$ cat src/design/ksmh_pkg.sv
// ----------------------------------------------------------------------------
// ksmh_pkg: shared types and constants for the k-th smallest min-heap block
// Holds the controller states, the datapath operations and the status codes.
// ----------------------------------------------------------------------------
package ksmh_pkg;

  localparam int VALUE_W  = 32;
  localparam int K_W      = 7;
  localparam int STATUS_W = 2;

  localparam logic [STATUS_W-1:0] ST_OK    = 2'd0;
  localparam logic [STATUS_W-1:0] ST_EMPTY = 2'd1;
  localparam logic [STATUS_W-1:0] ST_FULL  = 2'd2;

  typedef enum logic [2:0] {
    S_IDLE,
    S_UP_CMP,
    S_UP_ROOT,
    S_POP,
    S_POP_DATA,
    S_DN_CMP,
    S_FINISH
  } ksmh_state_t;

  typedef enum logic [3:0] {
    OP_NONE,
    OP_INSERT_ROOT,
    OP_INSERT,
    OP_DROP,
    OP_QUERY,
    OP_UP_SWAP,
    OP_UP_PLACE,
    OP_POP,
    OP_POP_DATA,
    OP_DN_SWAP,
    OP_DN_PLACE,
    OP_EMPTY,
    OP_LOAD_OUT
  } ksmh_op_t;

  typedef struct packed {
    logic is_insert;
    logic full;
    logic empty;
    logic up_swap;
    logic parent_root;
    logic dn_hold;
    logic kleft_zero;
  } ksmh_stat_t;

endpackage

$ cat src/design/ksmh_ram.sv
// ----------------------------------------------------------------------------
// ksmh_ram: generic memory with one write port and two read ports
// Both read ports are registered; each returns its word in the next cycle.
// ----------------------------------------------------------------------------
module ksmh_ram #(
  parameter int WIDTH = 32,
  parameter int DEPTH = 64,
  localparam int AW = (DEPTH > 1) ? $clog2(DEPTH) : 1
) (
  input  logic             clk,
  input  logic             we,
  input  logic [AW-1:0]    waddr,
  input  logic [WIDTH-1:0] wdata,
  input  logic [AW-1:0]    raddr_a,
  output logic [WIDTH-1:0] rdata_a,
  input  logic [AW-1:0]    raddr_b,
  output logic [WIDTH-1:0] rdata_b
);

  logic [WIDTH-1:0] mem [DEPTH];

  always_ff @(posedge clk) begin
    if (we) begin
      mem[waddr] <= wdata;
    end
    rdata_a <= mem[raddr_a];
    rdata_b <= mem[raddr_b];
  end

endmodule

$ cat src/design/ksmh_dp.sv
// ----------------------------------------------------------------------------
// ksmh_dp: heap datapath
// Holds the heap memory, the entry count, the moving value and its position,
// the remaining rank and the result registers, and carries out one operation
// from the controller each cycle.
// ----------------------------------------------------------------------------
module ksmh_dp import ksmh_pkg::*; #(
  parameter int HEAP_DEPTH = 64
) (
  input  logic                      clk,
  input  logic                      rst,
  input  ksmh_op_t                  op,
  output ksmh_stat_t                stat,
  input  logic                      req_type,
  input  logic signed [VALUE_W-1:0] value,
  input  logic [K_W-1:0]            k,
  output logic signed [VALUE_W-1:0] result_value,
  output logic [STATUS_W-1:0]       status
);

  localparam int AW = $clog2(HEAP_DEPTH);
  localparam int CW = $clog2(HEAP_DEPTH + 1);
  localparam int IW = AW + 2;

  logic [CW-1:0]             count;
  logic [AW-1:0]             pos;
  logic signed [VALUE_W-1:0] v;
  logic signed [VALUE_W-1:0] res;
  logic [STATUS_W-1:0]       st;
  logic [K_W-1:0]            kleft;

  logic                      we;
  logic [AW-1:0]             waddr;
  logic [VALUE_W-1:0]        wdata;
  logic [AW-1:0]             raddr_a;
  logic [AW-1:0]             raddr_b;
  logic [VALUE_W-1:0]        rdata_a;
  logic [VALUE_W-1:0]        rdata_b;
  logic signed [VALUE_W-1:0] rda;
  logic signed [VALUE_W-1:0] rdb;

  logic [AW-1:0]             cnt_lo;
  logic [AW-1:0]             last_addr;
  logic [AW-1:0]             ins_parent;
  logic [AW-1:0]             pos_parent;
  logic [AW-1:0]             pos_gp;
  logic [IW-1:0]             cnt_x;
  logic [IW-1:0]             lc;
  logic [IW-1:0]             rc;
  logic                      sel_l;
  logic                      sel_r;
  logic signed [VALUE_W-1:0] bestv1;
  logic signed [VALUE_W-1:0] best_val;
  logic [AW-1:0]             best_pos;
  logic [IW-1:0]             blc;
  logic [IW-1:0]             brc;

  ksmh_ram #(
    .WIDTH (VALUE_W),
    .DEPTH (HEAP_DEPTH)
  ) u_heap (
    .clk     (clk),
    .we      (we),
    .waddr   (waddr),
    .wdata   (wdata),
    .raddr_a (raddr_a),
    .rdata_a (rdata_a),
    .raddr_b (raddr_b),
    .rdata_b (rdata_b)
  );

  assign rda = $signed(rdata_a);
  assign rdb = $signed(rdata_b);

  assign cnt_lo     = count[AW-1:0];
  assign last_addr  = cnt_lo - AW'(1);
  assign ins_parent = (cnt_lo - AW'(1)) >> 1;
  assign pos_parent = (pos - AW'(1)) >> 1;
  assign pos_gp     = (pos_parent - AW'(1)) >> 1;

  // Children of the hole during the sift-down; the left child wins a tie.
  assign cnt_x    = IW'(count);
  assign lc       = (IW'(pos) << 1) | IW'(1);
  assign rc       = lc + IW'(1);
  assign sel_l    = (lc < cnt_x) && (v > rda);
  assign bestv1   = sel_l ? rda : v;
  assign sel_r    = (rc < cnt_x) && (bestv1 > rdb);
  assign best_val = sel_r ? rdb : bestv1;
  assign best_pos = sel_r ? rc[AW-1:0] : lc[AW-1:0];
  assign blc      = (IW'(best_pos) << 1) | IW'(1);
  assign brc      = blc + IW'(1);

  always_comb begin
    stat.is_insert   = ~req_type;
    stat.full        = (count == CW'(HEAP_DEPTH));
    stat.empty       = (count == '0);
    stat.up_swap     = (rda > v);
    stat.parent_root = (pos_parent == '0);
    stat.dn_hold     = ~sel_l & ~sel_r;
    stat.kleft_zero  = (kleft == '0);
  end

  always_comb begin
    we      = 1'b0;
    waddr   = pos;
    wdata   = v;
    raddr_a = ins_parent;
    raddr_b = last_addr;
    case (op)
      OP_INSERT_ROOT: begin
        we    = 1'b1;
        waddr = '0;
        wdata = value;
      end
      OP_INSERT: begin
        raddr_a = ins_parent;
      end
      OP_UP_SWAP: begin
        we      = 1'b1;
        wdata   = rda;
        raddr_a = pos_gp;
      end
      OP_UP_PLACE: begin
        we = 1'b1;
      end
      OP_POP: begin
        raddr_a = '0;
        raddr_b = last_addr;
      end
      OP_POP_DATA: begin
        raddr_a = AW'(1);
        raddr_b = AW'(2);
      end
      OP_DN_SWAP: begin
        we      = 1'b1;
        wdata   = best_val;
        raddr_a = blc[AW-1:0];
        raddr_b = brc[AW-1:0];
      end
      OP_DN_PLACE: begin
        we = 1'b1;
      end
      default: begin
        we = 1'b0;
      end
    endcase
  end

  always_ff @(posedge clk) begin
    if (rst) begin
      count <= '0;
    end else begin
      case (op)
        OP_INSERT_ROOT, OP_INSERT: begin
          count <= count + CW'(1);
        end
        OP_POP: begin
          count <= count - CW'(1);
        end
        default: begin
          count <= count;
        end
      endcase
    end
  end

  always_ff @(posedge clk) begin
    case (op)
      OP_INSERT_ROOT: begin
        res <= '0;
        st  <= ST_OK;
      end
      OP_INSERT: begin
        v   <= value;
        pos <= cnt_lo;
        res <= '0;
        st  <= ST_OK;
      end
      OP_DROP: begin
        res <= '0;
        st  <= ST_FULL;
      end
      OP_QUERY: begin
        kleft <= (k == '0) ? K_W'(1) : k;
        res   <= '0;
        st    <= ST_OK;
      end
      OP_UP_SWAP: begin
        pos <= pos_parent;
      end
      OP_POP: begin
        kleft <= kleft - K_W'(1);
      end
      OP_POP_DATA: begin
        res <= rda;
        v   <= rdb;
        pos <= '0;
      end
      OP_DN_SWAP: begin
        pos <= best_pos;
      end
      OP_EMPTY: begin
        res <= '0;
        st  <= ST_EMPTY;
      end
      OP_LOAD_OUT: begin
        result_value <= res;
        status       <= st;
      end
      default: begin
        pos <= pos;
      end
    endcase
  end

`ifndef SYNTH
  a_count_bound: assert property (@(posedge clk) disable iff (rst)
    count <= CW'(HEAP_DEPTH))
    else $error("entry count above heap depth");

  a_drop_keeps: assert property (@(posedge clk) disable iff (rst)
    op == OP_DROP |=> count == $past(count))
    else $error("dropped insert changed the heap");

  a_pop_count: assert property (@(posedge clk) disable iff (rst)
    op == OP_POP |=> count == $past(count) - CW'(1))
    else $error("removal did not shrink the heap by one");

  a_fail_zero: assert property (@(posedge clk) disable iff (rst)
    (op == OP_LOAD_OUT && st != ST_OK) |-> res == '0)
    else $error("failed request carries a non-zero value");
`endif

endmodule

$ cat src/design/ksmh_ctrl.sv
// ----------------------------------------------------------------------------
// ksmh_ctrl: heap controller
// Sequences inserts, removals and sift steps, and owns the output valid flag.
// ----------------------------------------------------------------------------
module ksmh_ctrl import ksmh_pkg::*; (
  input  logic       clk,
  input  logic       rst,
  input  logic       s_tvalid,
  output logic       s_tready,
  output logic       m_tvalid,
  input  logic       m_tready,
  input  ksmh_stat_t stat,
  output ksmh_op_t   op
);

  ksmh_state_t state;
  ksmh_state_t state_next;
  logic        out_valid;
  logic        out_free;

  assign out_free = ~out_valid | m_tready;
  assign m_tvalid = out_valid;

  always_comb begin
    state_next = state;
    case (state)
      S_IDLE: begin
        if (s_tvalid) begin
          if (!stat.is_insert) begin
            state_next = S_POP;
          end else if (stat.full || stat.empty) begin
            state_next = S_FINISH;
          end else begin
            state_next = S_UP_CMP;
          end
        end
      end
      S_UP_CMP: begin
        if (!stat.up_swap) begin
          state_next = S_FINISH;
        end else if (stat.parent_root) begin
          state_next = S_UP_ROOT;
        end
      end
      S_UP_ROOT: begin
        state_next = S_FINISH;
      end
      S_POP: begin
        state_next = stat.empty ? S_FINISH : S_POP_DATA;
      end
      S_POP_DATA: begin
        if (!stat.empty) begin
          state_next = S_DN_CMP;
        end else begin
          state_next = stat.kleft_zero ? S_FINISH : S_POP;
        end
      end
      S_DN_CMP: begin
        if (stat.dn_hold) begin
          state_next = stat.kleft_zero ? S_FINISH : S_POP;
        end
      end
      S_FINISH: begin
        if (out_free) begin
          state_next = S_IDLE;
        end
      end
      default: begin
        state_next = S_IDLE;
      end
    endcase
  end

  always_comb begin
    op       = OP_NONE;
    s_tready = 1'b0;
    case (state)
      S_IDLE: begin
        s_tready = 1'b1;
        if (s_tvalid) begin
          if (!stat.is_insert) begin
            op = OP_QUERY;
          end else if (stat.full) begin
            op = OP_DROP;
          end else if (stat.empty) begin
            op = OP_INSERT_ROOT;
          end else begin
            op = OP_INSERT;
          end
        end
      end
      S_UP_CMP: begin
        op = stat.up_swap ? OP_UP_SWAP : OP_UP_PLACE;
      end
      S_UP_ROOT: begin
        op = OP_UP_PLACE;
      end
      S_POP: begin
        op = stat.empty ? OP_EMPTY : OP_POP;
      end
      S_POP_DATA: begin
        op = OP_POP_DATA;
      end
      S_DN_CMP: begin
        op = stat.dn_hold ? OP_DN_PLACE : OP_DN_SWAP;
      end
      S_FINISH: begin
        if (out_free) begin
          op = OP_LOAD_OUT;
        end
      end
      default: begin
        op = OP_NONE;
      end
    endcase
  end

  always_ff @(posedge clk) begin
    if (rst) begin
      state     <= S_IDLE;
      out_valid <= 1'b0;
    end else begin
      state <= state_next;
      if (op == OP_LOAD_OUT) begin
        out_valid <= 1'b1;
      end else if (m_tready) begin
        out_valid <= 1'b0;
      end
    end
  end

endmodule

$ cat src/design/kth_smallest_min_heap.sv
// ----------------------------------------------------------------------------
// kth_smallest_min_heap: destructive k-th smallest selector on a min-heap
// Up to HEAP_DEPTH signed values are kept heap-ordered in a two-read-port
// memory. An insert sifts the new value up; a query removes the minimum k
// times (once if k is 0), sifting down after each, and returns the last one.
//
// The slave channel takes one request per item: tuser selects insert (0) or
// query (1), tdata carries the value and the rank. Every request yields one
// result item on the master channel with the value in tdata and the status
// in tuser (ok, heap ran empty, insert dropped because the heap is full).
// An insert into a non-empty heap climbs one level per compare step, at most
// log2(HEAP_DEPTH) levels; into an empty or full heap it goes straight to its
// result. A query takes, per removal, a pop step, a data step and a sift-down
// step per level visited (none if that empties the heap), and one more pop
// step if the heap runs empty. The sift loop walks one level per memory
// read. A new request is taken the cycle after the last result is loaded,
// while it may still wait in the output register. If the receiver stalls, a
// finished request holds in its last step until that register is free.
// Reset empties the heap and drops any pending result; no clearing pass is
// needed, as only entries below the count are ever used.
// ----------------------------------------------------------------------------
module kth_smallest_min_heap import ksmh_pkg::*; #(
  parameter int HEAP_DEPTH = 64
) (
  input  logic        clk,
  input  logic        rst,
  input  logic        s_tvalid,
  output logic        s_tready,
  input  logic [39:0] s_tdata,  // value [31:0], k [38:32], zero [39]
  input  logic        s_tuser,  // req_type [0]
  output logic        m_tvalid,
  input  logic        m_tready,
  output logic [31:0] m_tdata,  // result_value [31:0]
  output logic [1:0]  m_tuser   // status [1:0]
);

  ksmh_op_t                  op;
  ksmh_stat_t                stat;
  logic signed [VALUE_W-1:0] value;
  logic [K_W-1:0]            k;
  logic signed [VALUE_W-1:0] result_value;
  logic [STATUS_W-1:0]       status;

  assign value   = $signed(s_tdata[31:0]);
  assign k       = s_tdata[38:32];
  assign m_tdata = result_value;
  assign m_tuser = status;

  ksmh_ctrl u_ctrl (
    .clk      (clk),
    .rst      (rst),
    .s_tvalid (s_tvalid),
    .s_tready (s_tready),
    .m_tvalid (m_tvalid),
    .m_tready (m_tready),
    .stat     (stat),
    .op       (op)
  );

  ksmh_dp #(
    .HEAP_DEPTH (HEAP_DEPTH)
  ) u_dp (
    .clk          (clk),
    .rst          (rst),
    .op           (op),
    .stat         (stat),
    .req_type     (s_tuser),
    .value        (value),
    .k            (k),
    .result_value (result_value),
    .status       (status)
  );

endmodule

$ cat config.mk
export PLATFORM = sky130hd
export DESIGN_NAME = kth_smallest_min_heap
export DESIGN_NICKNAME = d
export VERILOG_FILES = /design/src/design/ksmh_pkg.sv /design/src/design/ksmh_ram.sv /design/src/design/ksmh_dp.sv /design/src/design/ksmh_ctrl.sv /design/src/design/kth_smallest_min_heap.sv
export SDC_FILE = /design/constraint.sdc
export NUM_CORES = 2
export LEC_CHECK = 0
export BUFFER_PORTS_ARGS = -buffer_cell sky130_fd_sc_hd__buf_2
export CAP_MARGIN = 20
export CORE_ASPECT_RATIO = 1.4
export CORE_MARGIN = 2
export CORE_UTILIZATION = 38
export CTS_CLUSTER_SIZE = 10
export DETAILED_ROUTE_END_ITERATION = 8
export PLACE_DENSITY = 0.57
export RECOVER_POWER = 25
export SYNTH_ARGS = -nofsm -noshare
export SYNTH_HDL_FRONTEND = slang
export SYNTH_HIERARCHICAL = 1
export SYNTH_SLANG_ARGS = --single-unit
$ cat constraint.sdc
create_clock -name clk -period 15.73 [get_ports clk]
set_input_delay 1.573 -clock clk [delete_from_list [all_inputs] [get_ports clk]]
set_output_delay 1.573 -clock clk [all_outputs]
set_load 0.05 [all_outputs]
==> key figures <==
Finish
  • # fillers: 23,600
  • Multi-input logic area: around 38,000 sq um
  • Reg area: between 60,000 and 70,000 sq um
  • Nets: 5,671
  • Layout cells sized above 1: 0.328
  • Final core utilization: 0.429
  • Layout area overhead: 12.4%

Clocking
  • Post-CTS setup buffers: 0
  • H-Tree Depth: 5
  • Clock transition at path regs: about 0.060 ns
  • Clk buf depth: 4
  • Clock Latency Late Sink: 0.82 ns
  • CTS Buf Count: between 200 and 300
  • CTS sink cnt: 2,236
  • Post_cts resized: 0
  • CTS tree: done
  • Hold Buf Count CTS: 0
  • Root Buffer: clkbuf_16

Yosys
  • Seq/Total Area, Yosys: 0.631
  • Yosys cell types: between 70 and 80
  • Mapped Area: around 110,000 sq um
  • Syn avg cell area: between 15 and 20 sq um
  • Most used DFF post-synth: edfxtp_1
  • Post-Synthesis Cells: between 5,000 and 6,000
  • Syn. warnings: 6
  • EDFF count, synth: 2,161
  • Yosys reg bits: 2,236
  • Ys async rst share: 0
  • Syn_nets: about 5,500

Floorplan
  • Core area: ~280,000 sq um
  • Die H: 626 um
  • # IOs: 81
  • Die area: between 200,000 and 300,000 sq um
  • Chip width: 449 um
  • Num rows: approximately 230
  • Starting Density: 0.382

Min path
  • Min-Delay Path Class: reg -> reg
  • Worst hold endpoint: u_dp/result_value[4]
  • Hold Path Stages: 0
  • Hold Startpoint: u_dp/res[4]

Timing
  • Worst Clk Skew: around 0.039 ns
  • Setup TNS: 0 ns
  • F_max: around 0.074 GHz
  • Tmin final: 13.56 ns
  • Pins Over Slew Limit: 1,014
  • Setup Viol. Count Final: 0
  • RSZ-0062 raised after global routing: no
  • Final Hold Fails: 0
  • Worst-Margin Slew: roughly 2.9 ns
  • Slew margin rel.: -0.920
  • Period Utilization, post-route: 0.862

Drt
  • DRT Pass-1 Iters: 6
  • Wire per inst: around 35 um
  • Residual DRC: 0
  • Detailed Route WL: 325,000 um
  • Vias: roughly 58,000
  • DR vias/cell: 6.26
  • Post-route ant nets: 0
  • 1st-iter DRT viols: approximately 6,400

Global routing
  • Antenna violations before repair: 15
  • First-pass GRT wire length: approximately 460,000 um
  • Total global routing overflow: 0
  • Vias in the first global route: around 61,000
  • Largest net degree at the start of global routing: 110
  • GRT Total Usage: 0.229

Critical path
  • Reg2Reg Depth: 35
  • Type of the worst setup path: reg -> reg
  • Startpoint Class: flip-flop
  • Worst R2R End: u_dp/u_heap/rdata_a[18]
  • Worst endpoint required time: 16.37 ns
  • Slowest CP cell: clkbuf_1
  • CP Capture Type: flip-flop
  • R2r startpoint: u_dp/v[25]
  • CP Max Fanout: 33
  • CP max stage delay: ~1.7 ns
  • Critical Path Most Common Cell: buf_4
  • Worst path arrival time: roughly 14 ns
  • R2r setup slk: approximately 2.2 ns

Placement
  • RD Place Congestion: roughly 0.84
  • IO Port Bufs: 79
  • DP HPWL: roughly 190,000 um

Flow run
  • MaxCap Viol Count: 20

Outcome
  • Run status: complete, but fails checks
  • Failing checks: max-capacitance violations, max-slew violations
cell usage after synthesis, drive strengths merged (90+ instances only):
library cell  count  share of area
edfxtp         2161           0.62
mux4           1124           0.24
buf             230          0.013
mux2i           208          0.020
clkbuf          166         0.0059
nand2           165         0.0059
nor2            164         0.0059
a21oi           133         0.0064
mux2             99          0.011
o22ai            98         0.0059
inv              91         0.0033
ha               90          0.011
flip-flops by register name (all words and copies together), names as in the netlist:
name / cells
u_dp/u_heap/rdata_a: 32
u_dp/result_value: 32
u_dp/u_heap/mem: 2048
u_dp/kleft: 7
u_dp/u_heap/rdata_b: 32
u_dp/pos: 6
u_ctrl/state: 3
u_dp/count: 7
u_dp/v: 32
u_ctrl/m_tvalid: 1
u_dp/status: 2
u_dp/st: 2
u_dp/res: 32
cell families (layout without fill, tap and decap cells):
| family | Yosys count | after routing | synth area share |
|---|---|---|---|
| AO/OA/AOI/OAI | 581 | 581 | 0.0369 |
| XOR/XNOR | 32 | 32 | 0.00266 |
| adder cells (fa/ha/maj) | 92 | 92 | 0.0110 |
| buffers and inverters | 487 | 702 | 0.0223 |
| flip-flops | 2236 | 2236 | 0.631 |
| multiplexers | 1431 | 1431 | 0.271 |
| other | 0 | 6 | 0 |
| AND/OR/NAND/NOR | 542 | 542 | 0.0248 |
layout make-up:
class                   count  area share
diodes                      6    0.000127
clock buffers             338      0.0608
clock inverters            11    0.000804
inverters                  91     0.00291
multi-input cells        2678       0.318
flip-flops and latches   2236       0.562
well taps                3680      0.0390
repair buffers            262      0.0166
worst max-delay path: cells and delay by family (launching register included):
| kind | cells | cell delay [ns] |
|---|---|---|
| AND/OR/NAND/NOR | 10 | 4.71 |
| flip-flops | 1 | 0.38 |
| AO/OA/AOI/OAI | 15 | 3.54 |
| multiplexers | 1 | 0.50 |
| adder cells (fa/ha/maj) | 2 | 0.63 |
| buffers and inverters | 7 | 3.45 |
how the worst max path moves through the flow:
stage	startpoint	endpoint	slack (ns)
3_3_place_gp	u_dp/v[25]	u_dp/u_heap/rdata_a[18]	3.82
3_5_place_dp	u_dp/v[25]	u_dp/u_heap/rdata_a[18]	3.81
4_1_cts	u_dp/v[25]	u_dp/u_heap/rdata_a[18]	3.81
2_1_floorplan	u_dp/v[25]	u_dp/u_heap/mem[48][0]	7.21
5_1_grt	u_dp/v[25]	u_dp/u_heap/mem[60][1]	1.71
6_report	u_dp/v[25]	u_dp/u_heap/rdata_a[18]	2.17
routing by layer:
| layer | vias to the layer above | track usage | share of wire |
|---|---|---|---|
| met4 | 12 | 0.0763 | 0.036 |
| met1 | 31800 | 0.289 | 0.38 |
| li1 | 23200 | - | - |
| met3 | 572 | 0.0320 | 0.069 |
| met2 | 2646 | 0.404 | 0.52 |
| met5 | - | 0 | 0.00025 |
layout by cell type (no fill, tap or decap), drive strengths merged, types with 29 or more instances in the layout:
cell type,Yosys,layout
a21oi,133,133
a22oi,88,88
and2,37,37
buf,230,205
clkbuf,166,395
dfxtp,75,75
edfxtp,2161,2161
ha,90,90
inv,91,99
mux2,99,99
mux2i,208,208
mux4,1124,1124
nand2,165,165
nor2,164,164
nor2b,65,65
o211ai,29,29
o21ai,80,80
o22ai,98,98
o2bb2ai,32,32
metrics by stage:
step,setup slack (ns),instance area (sq um),cells,hold slack [ns]
global route,1.71,118000,9298,0.419
floorplan,7.21,105000,5401,0.400
global placement,3.82,111000,8947,0.401
detailed placement,3.81,111000,8947,0.405
finish,2.17,118000,9302,0.414
CTS,3.81,118000,9296,0.414
Power is not shown: default switching activity piles up to over one toggle a cycle in this logic, so the estimate is an artifact.
